[config.mk]
export PLATFORM = sky130hd
export DESIGN_NAME = alarm_clock_tone_controller_unit
export DESIGN_NICKNAME = d
export VERILOG_FILES = /design/src/rtl/actc_pkg.sv /design/src/rtl/alarm_clock_tone_controller_unit.sv /design/src/rtl/actc_step.sv
export SDC_FILE = /design/constraint.sdc
export NUM_CORES = 1
export LEC_CHECK = 0
export ABC_CLOCK_PERIOD_IN_PS = 3000
export BUFFER_PORTS_ARGS = -buffer_cell sky130_fd_sc_hd__buf_2
export CAP_MARGIN = 40
export CORE_AREA = 2 2 122 124
export CTS_BUF_LIST = sky130_fd_sc_hd__clkbuf_2
export DETAILED_ROUTE_END_ITERATION = 8
export DIE_AREA = 0 0 124 126
export PLACE_DENSITY_LB_ADDON = 0.05
export SYNTH_ARGS = -nofsm -noshare
export SYNTH_HDL_FRONTEND = slang
export SYNTH_SLANG_ARGS = --single-unit
[constraint.sdc]
create_clock -name clk -period 3 [get_ports clk]
set_input_delay 0.15 -clock clk [delete_from_list [all_inputs] [get_ports clk]]
set_output_delay 0.15 -clock clk [all_outputs]
set_load 0.005 [all_outputs]
[src/rtl/actc_pkg.sv]
package actc_pkg;

  localparam int unsigned DAY_TICKS      = 864000;
  localparam int unsigned TONE_ON_TICKS  = 8;
  localparam int unsigned TONE_OFF_TICKS = 5;
  localparam int unsigned MIN_TONES      = 5;

  localparam int unsigned TIME_W  = 20;
  localparam int unsigned CAD_W   = $clog2(TONE_ON_TICKS + TONE_OFF_TICKS + 1);
  localparam int unsigned TONES_W = 8;

  localparam logic [TIME_W-1:0]  DAY_LIMIT = TIME_W'(DAY_TICKS);
  localparam logic [TIME_W-1:0]  DAY_LAST  = TIME_W'(DAY_TICKS - 1);
  localparam logic [CAD_W-1:0]   CAD_LAST  = CAD_W'(TONE_ON_TICKS + TONE_OFF_TICKS);
  localparam logic [CAD_W-1:0]   CAD_ON    = CAD_W'(TONE_ON_TICKS);
  localparam logic [TONES_W-1:0] TONES_MIN = TONES_W'(MIN_TONES);
  localparam logic [TONES_W-1:0] TONES_MAX = {TONES_W{1'b1}};

  localparam logic [1:0] MODE_IDLE      = 2'd0;
  localparam logic [1:0] MODE_ARMED     = 2'd1;
  localparam logic [1:0] MODE_TRIGGERED = 2'd2;
  localparam logic [1:0] MODE_RUNNING   = 2'd3;

  localparam logic [1:0] KIND_TICK  = 2'd0;
  localparam logic [1:0] KIND_START = 2'd1;
  localparam logic [1:0] KIND_CHECK = 2'd2;

  localparam logic REG_ALARM = 1'b0;
  localparam logic REG_START = 1'b1;

  typedef struct packed {
    logic [1:0]         mode;
    logic               tone;
    logic [CAD_W-1:0]   cadence;
    logic [TONES_W-1:0] tones;
    logic [TIME_W-1:0]  day;
  } actc_state_t;

endpackage

[src/rtl/alarm_clock_tone_controller_unit.sv]
// A request is taken into the input register; its result is then registered in the result register behind out_tvalid.
// Throughput: one request per cycle, set by the single update stage; a stalled result
// holds both registers, and in_tready drops once the input register is also full.
// State is updated once per request in the stage between input and result registers.
// Reset (rst_n low, synchronous) clears control state, alarm state and both config
// registers; the result channel comes out of reset empty.
module alarm_clock_tone_controller_unit import actc_pkg::*; (
  input  logic        clk,
  input  logic        rst_n,
  input  logic        in_tvalid,
  output logic        in_tready,
  input  logic [7:0]  in_tdata,   // [0] motion, [1] button
  input  logic [1:0]  in_tuser,   // [1:0] kind
  output logic        out_tvalid,
  input  logic        out_tready,
  output logic [23:0] out_tdata,  // [1:0] mode, [2] tone_on, [22:3] time_now
  input  logic        cfg_psel,
  input  logic        cfg_penable,
  input  logic        cfg_pwrite,
  input  logic [2:0]  cfg_paddr,
  input  logic [31:0] cfg_pwdata,
  output logic [31:0] cfg_prdata,
  output logic        cfg_pready
);

  logic              s1_valid_r;
  logic [1:0]        s1_kind_r;
  logic              s1_motion_r;
  logic              s1_button_r;
  logic              out_valid_r;
  logic [23:0]       out_data_r;
  logic [TIME_W-1:0] alarm_ticks_r;
  logic [TIME_W-1:0] start_ticks_r;
  actc_state_t       state_r;
  actc_state_t       state_nxt;
  logic              advance;
  logic              cfg_wr;

  assign advance   = !out_valid_r || out_tready;
  assign in_tready = !s1_valid_r || advance;

  assign cfg_pready = 1'b1;
  assign cfg_wr     = cfg_psel && cfg_penable && cfg_pwrite && cfg_pready;
  assign cfg_prdata = {{(32 - TIME_W){1'b0}},
                       (cfg_paddr[2] == REG_START) ? start_ticks_r : alarm_ticks_r};

  always_ff @(posedge clk) begin
    if (!rst_n) begin
      alarm_ticks_r <= '0;
      start_ticks_r <= '0;
    end else if (cfg_wr) begin
      if (cfg_paddr[2] == REG_ALARM) begin
        alarm_ticks_r <= cfg_pwdata[TIME_W-1:0];
      end else begin
        start_ticks_r <= cfg_pwdata[TIME_W-1:0];
      end
    end
  end

  always_ff @(posedge clk) begin
    if (!rst_n) begin
      s1_valid_r <= 1'b0;
    end else if (in_tready) begin
      s1_valid_r <= in_tvalid;
    end
  end

  always_ff @(posedge clk) begin
    if (in_tready && in_tvalid) begin
      s1_kind_r   <= in_tuser;
      s1_motion_r <= in_tdata[0];
      s1_button_r <= in_tdata[1];
    end
  end

  actc_step u_step (
    .state_i     (state_r),
    .kind        (s1_kind_r),
    .motion      (s1_motion_r),
    .button      (s1_button_r),
    .alarm_ticks (alarm_ticks_r),
    .start_ticks (start_ticks_r),
    .state_o     (state_nxt)
  );

  always_ff @(posedge clk) begin
    if (!rst_n) begin
      state_r <= '{mode: MODE_IDLE, tone: 1'b0, cadence: '0, tones: '0, day: '0};
    end else if (advance && s1_valid_r) begin
      state_r <= state_nxt;
    end
  end

  always_ff @(posedge clk) begin
    if (!rst_n) begin
      out_valid_r <= 1'b0;
    end else if (advance) begin
      out_valid_r <= s1_valid_r;
    end
  end

  always_ff @(posedge clk) begin
    if (advance && s1_valid_r) begin
      out_data_r <= {1'b0, state_nxt.day, state_nxt.tone, state_nxt.mode};
    end
  end

  assign out_tvalid = out_valid_r;
  assign out_tdata  = out_data_r;

  a_day_range: assert property (@(posedge clk) disable iff (!rst_n)
    state_r.day < DAY_LIMIT)
    else $error("day counter out of range");

  a_idle_day: assert property (@(posedge clk) disable iff (!rst_n)
    state_r.mode == MODE_IDLE |-> state_r.day == '0)
    else $error("day counter moved while idle");

  a_tone_mode: assert property (@(posedge clk) disable iff (!rst_n)
    state_r.tone |-> (state_r.mode == MODE_TRIGGERED || state_r.mode == MODE_RUNNING))
    else $error("tone on outside triggered or running");

  a_hold_request: assert property (@(posedge clk) disable iff (!rst_n)
    s1_valid_r && !advance |=> s1_valid_r && $stable(s1_kind_r))
    else $error("pending request lost during stall");

endmodule

[src/rtl/actc_step.sv]
module actc_step import actc_pkg::*; (
  input  actc_state_t       state_i,
  input  logic [1:0]        kind,
  input  logic              motion,
  input  logic              button,
  input  logic [TIME_W-1:0] alarm_ticks,
  input  logic [TIME_W-1:0] start_ticks,
  output actc_state_t       state_o
);

  logic [TIME_W-1:0] day_inc;

  assign day_inc = (state_i.day >= DAY_LAST) ? '0 : state_i.day + TIME_W'(1);

  always_comb begin
    state_o = state_i;
    case (kind)
      KIND_TICK: begin
        if (state_i.mode != MODE_IDLE) begin
          state_o.day = day_inc;
          if (day_inc == alarm_ticks) begin
            state_o.mode = MODE_TRIGGERED;
          end else if (state_i.mode == MODE_RUNNING) begin
            if (state_i.cadence < CAD_LAST) begin
              state_o.cadence = state_i.cadence + CAD_W'(1);
            end else begin
              state_o.cadence = '0;
              if (state_i.tones != TONES_MAX) begin
                state_o.tones = state_i.tones + TONES_W'(1);
              end
            end
          end else begin
            state_o.cadence = '0;
            state_o.tones   = '0;
          end
        end
      end
      KIND_START: begin
        state_o.day     = (start_ticks < DAY_LIMIT) ? start_ticks : '0;
        state_o.mode    = MODE_ARMED;
        state_o.tone    = 1'b0;
        state_o.cadence = '0;
        state_o.tones   = '0;
      end
      KIND_CHECK: begin
        if (state_i.mode == MODE_TRIGGERED) begin
          state_o.mode = MODE_RUNNING;
          state_o.tone = 1'b1;
        end else if (state_i.mode == MODE_RUNNING) begin
          if (button || (motion && (state_i.tones >= TONES_MIN))) begin
            state_o.mode = MODE_ARMED;
            state_o.tone = 1'b0;
          end else begin
            state_o.tone = (state_i.cadence < CAD_ON);
          end
        end
      end
      default: begin
        state_o = state_i;
      end
    endcase
  end

endmodule
==> flow_results.org <==
** Status
- Result of the run :: finished, violations left
- The final reports fail on negative setup slack.

** GRT
- Global routing used 25.0% of the available tracks across all layers.
- Number of antenna violations at the first check in global routing :: 0
- Global route overflow :: 0
- The first global-routing pass estimated 29900 um of wire.
- Entering global routing, the biggest net connects 37 pins.
- Via count of the first global-routing pass :: 5619

** Placed design
- Half-perimeter wire length after placement :: 14100 um
- Number of placed instances with taps included :: 1015
- Final weighted congestion in routability-driven placement :: 0.963
- Quantity of I/O buffers inserted on ports :: 76

** Setup path
- Type of origin of the critical path :: register
- CP endpoint kind :: register
- Setup slack on the worst reg-to-reg path comes out at -0.01 ns.
- Maximum fanout along the worst path :: 6
- For the worst setup path, the data required time is 3.61 ns.
- Data arrival, critical path :: 3.62 ns
- Type of the setup path with the least slack :: register to register

** Routing
- The first detailed-routing pass ran for 6 iterations.
- Via density per instance :: 5.63
- After the first detailed-routing iteration, the DRC count stood at 564.
- Detailed routing inserted a total of 6094 vias.
- In the final routed layout, each cell accounts on average for 18.0 um.
- In this run the remaining antenna-violating nets after routing total 0.
- The final layout contains routed wiring with a total length of 19500 um.
- Post-detailed-route DRC marker count :: 0

** Finish
- In the final layout, the multi-input gates occupy 3590 um^2.
- In the final layout, flip-flops and latches occupy 2370 um^2.
- Count of non-filler cells in the finished layout :: 1082
- Fillcell total :: 1354
- Number of nets in the final layout :: 955
- For this run, the share of the core covered by cells in the final layout is 55.2%.
- The repair_antennas step left the layout with diodes totalling 0.
- Relative to the synthesized area, the layout overhead comes to 28.8%.
- In the final layout, the share of cells above drive strength 1 is 30.5%.

** STA
- Number of endpoints failing setup at the final stage :: 2
- Share of the clock period used by the worst path :: 100%
- Worst setup slack after layout :: -0.0127 ns
- Based on the critical path, the design can be clocked at up to 332 MHz.
- Setup repair after global routing could not meet its margin everywhere.
- Max Clock Skew :: 0.0381 ns
- Across all hold checks on the routed design, the worst slack comes to 0.221 ns.
- Worst slew pin tran :: 0.807 ns
- Clock period minus worst slack :: 3.01 ns
- Max-slew violations :: 0
- The worst pin sits at a relative slew slack of 46.2%.
- The count of final hold-check violations came to 0.

** Synthesis
- Synth async-reset ratio :: 0%
- Total standard cell area after synthesis :: 6130 um^2
- Sequential share of the synthesized area :: 38.4%
- Yosys printed 0 warnings.
- Gate count after technology mapping :: 720
- Among all flip-flop cells after synthesis, the most frequent one is sky130_fd_sc_hd__dfxtp_1.
- Number of synthesized flops with an enable pin :: 27
- Counting flops and latches in the post-synthesis netlist gives 104.
- The netlist uses 84 different library cells.
- A synthesized cell averages 8.52 um^2.

** Clock tree
- TritonCTS built the clock tree.
- Number of H-tree levels :: 3
- TritonCTS created 9 clock buffers.
- After clock tree synthesis, the clock-pin slew on the worst setup and hold paths is 0.30 ns.
- Clock latency on the worst-skew pair :: 0.65 ns
- Clock sinks :: 104
- In this run the clock root is driven by a sky130_fd_sc_hd__clkbuf_2.
- No sink is reached through more buffers than the 2 on the longest clock path.

** Pwr
- Power density over the cells :: 353 nW/um^2
- The clock network accounts for 28.2% of the total power.
- In this run the power spent charging and discharging nets is 801 uW.
- For this design the static power due to leakage is 0.00322 uW.
- Proportion of power drawn by combinational gates :: 16.8%
- The share of total power dissipated in sequential elements is 55.0%.
- Total Power Consumption :: 2790 uW
- VDD sags by at most 0.180 mV.
- Sw Share :: 28.8%
- Cell-internal power :: 1980 uW

** Floorplan
- Std-Cell Core Area :: 14300 um^2
- Die Height :: 126 um
- The floorplan has 44 rows.
- The die covers 15600 um^2.
- Die Width :: 124 um
- Effective utilization at floorplan :: 42.8%
- Count of boundary I/O pins :: 111

** Job
- The tool flagged a number of max-cap violations equal to 0.

** Min path
- Worst min-delay path category :: input port to register
power groups by stage:
stage	Sequential (uW)	Combinational, uW	Clock, uW
after detailed placement	1560	401	0
final	1530	469	785
after CTS	1530	441	801
after floorplan	1540	257	0
after global routing	1540	507	854
after global placement	1550	397	0
through the flow:
stage,setup slack (ns),area (um^2),TNS (ns)
5_1_grt,-0.117,7900,-0.610
2_1_floorplan,0.0146,6180,0
3_3_place_gp,-0.162,7080,-1.40
6_report,-0.0127,7900,-0.0132
4_1_cts,0.00488,7640,0
3_5_place_dp,-0.212,7080,-2.07
timing repair:
action,in CTS,in global routing
cloned,0,1
hold buffers,35,0
setup endpoints to repair,15,17
endpoints found under the hold margin,72,0
pin swaps,4,17
buffers inserted,4,11
gates resized for setup,11,37
path summary, 6_finish.rpt:
kind	startpoint	to	depth (start not counted)
hold reg to reg	state_r[32]$_SDFFE_PN0P_	state_r[32]$_SDFFE_PN0P_	2
setup / recovery	state_r[0]$_SDFFE_PN0P_	state_r[25]$_SDFFE_PN0P_	12
hold / removal	in_tdata[0]	s1_motion_r$_DFFE_PP_	2
setup reg to reg	state_r[0]$_SDFFE_PN0P_	state_r[25]$_SDFFE_PN0P_	12
state kept, by name, indices dropped and copies added, names as in the netlist:
| signal | count |
|---|---|
| state_r | 35 |
| out_tdata | 23 |
| alarm_ticks_r | 20 |
| start_ticks_r | 20 |
| s1_kind_r | 2 |
| out_tvalid | 1 |
| s1_button_r | 1 |
| s1_motion_r | 1 |
| s1_valid_r | 1 |
logic make-up after synthesis:
family	after synthesis	share of synthesized area (%)
compound gates	171	18.6
simple gates	294	24.5
buf+inv	83	6.92
other cells	2	0.122
flops	104	38.4
xor+xnor	27	4.33
mux	29	5.18
fa+ha+maj	10	2.04
cell type report:
cell class,instances,area share [%]
well taps,184,2.92
inverters,20,0.951
clock buffers,9,0.571
repair buffers,212,19.0
clock inverters,7,1.19
flip-flops and latches,104,30.0
multi-input cells,546,45.5
layer usage:
layer	routed length [um]	vias to the layer above	GRT usage, %
met5	0	-	0
met4	574	0	9.58
met3	1310	45	4.08
met2	8650	235	37.2
met1	8960	2912	36.2
li1	-	2902	-
worst max-delay path, stage by stage (launching register included):
cell	delay [ns]
sky130_fd_sc_hd__dfxtp_2	0.43
sky130_fd_sc_hd__ha_4	0.15
sky130_fd_sc_hd__nand3_4	0.09
sky130_fd_sc_hd__or4_4	0.53
sky130_fd_sc_hd__or3_4	0.39
sky130_fd_sc_hd__a211oi_2	0.25
sky130_fd_sc_hd__o2bb2ai_2	0.13
sky130_fd_sc_hd__nor4b_4	0.34
sky130_fd_sc_hd__and3_4	0.30
sky130_fd_sc_hd__buf_6	0.12
sky130_fd_sc_hd__buf_4	0.10
sky130_fd_sc_hd__nor3_2	0.04
sky130_fd_sc_hd__o32ai_2	0.09
synth_stat cells (3+ instances only):
library cell / instances / share of area, %
sky130_fd_sc_hd__nand2_1: 137 / 8.4
sky130_fd_sc_hd__dfxtp_1: 77 / 25
sky130_fd_sc_hd__a21oi_1: 63 / 5.1
sky130_fd_sc_hd__nor2_1: 34 / 2.1
sky130_fd_sc_hd__o21ai_0: 28 / 2.3
sky130_fd_sc_hd__edfxtp_1: 27 / 13
sky130_fd_sc_hd__clkbuf_1: 25 / 1.5
sky130_fd_sc_hd__mux2_2: 22 / 4.0
sky130_fd_sc_hd__inv_1: 19 / 1.2
sky130_fd_sc_hd__buf_4: 18 / 2.2
sky130_fd_sc_hd__nand3_1: 18 / 1.5
sky130_fd_sc_hd__nor3_1: 18 / 1.5
sky130_fd_sc_hd__a22oi_1: 17 / 2.1
sky130_fd_sc_hd__xnor2_1: 15 / 2.1
sky130_fd_sc_hd__nand4_1: 12 / 1.2
sky130_fd_sc_hd__nand2b_1: 11 / 1.1
sky130_fd_sc_hd__o211a_1: 11 / 1.8
sky130_fd_sc_hd__buf_2: 10 / 0.82
sky130_fd_sc_hd__ha_1: 10 / 2.0
sky130_fd_sc_hd__xor2_1: 10 / 1.4
sky130_fd_sc_hd__and3_1: 7 / 0.71
sky130_fd_sc_hd__mux2i_1: 7 / 1.1
sky130_fd_sc_hd__nand3b_1: 7 / 0.86
sky130_fd_sc_hd__nor2b_1: 7 / 0.71
sky130_fd_sc_hd__nor4_1: 7 / 0.71
sky130_fd_sc_hd__buf_1: 6 / 0.37
sky130_fd_sc_hd__a21o_1: 5 / 0.61
sky130_fd_sc_hd__or4_1: 5 / 0.61
sky130_fd_sc_hd__a221o_1: 4 / 0.65
sky130_fd_sc_hd__a31oi_1: 4 / 0.41
sky130_fd_sc_hd__o22ai_1: 4 / 0.41
sky130_fd_sc_hd__o2bb2ai_1: 3 / 0.43
sky130_fd_sc_hd__o31ai_1: 3 / 0.37
sky130_fd_sc_hd__or2_2: 3 / 0.31
placed cells by master, fill, tap and decap left out, types with 14 or more instances in the layout:
| master | netlist | final |
|---|---|---|
| sky130_fd_sc_hd__xnor2_1 | 15 | 15 |
| sky130_fd_sc_hd__nor3_1 | 18 | 14 |
| sky130_fd_sc_hd__dlygate4sd3_1 | 0 | 35 |
| sky130_fd_sc_hd__nor2_1 | 34 | 34 |
| sky130_fd_sc_hd__mux2_2 | 22 | 22 |
| sky130_fd_sc_hd__nand2_1 | 137 | 136 |
| sky130_fd_sc_hd__a22oi_1 | 17 | 14 |
| sky130_fd_sc_hd__o21ai_0 | 28 | 26 |
| sky130_fd_sc_hd__dfxtp_1 | 77 | 66 |
| sky130_fd_sc_hd__inv_1 | 19 | 19 |
| sky130_fd_sc_hd__buf_2 | 10 | 76 |
| sky130_fd_sc_hd__buf_4 | 18 | 99 |
| sky130_fd_sc_hd__edfxtp_1 | 27 | 27 |
| sky130_fd_sc_hd__conb_1 | 2 | 14 |
| sky130_fd_sc_hd__a21oi_1 | 63 | 61 |
| sky130_fd_sc_hd__nand3_1 | 18 | 18 |
Power figures use the tool's default switching activity.
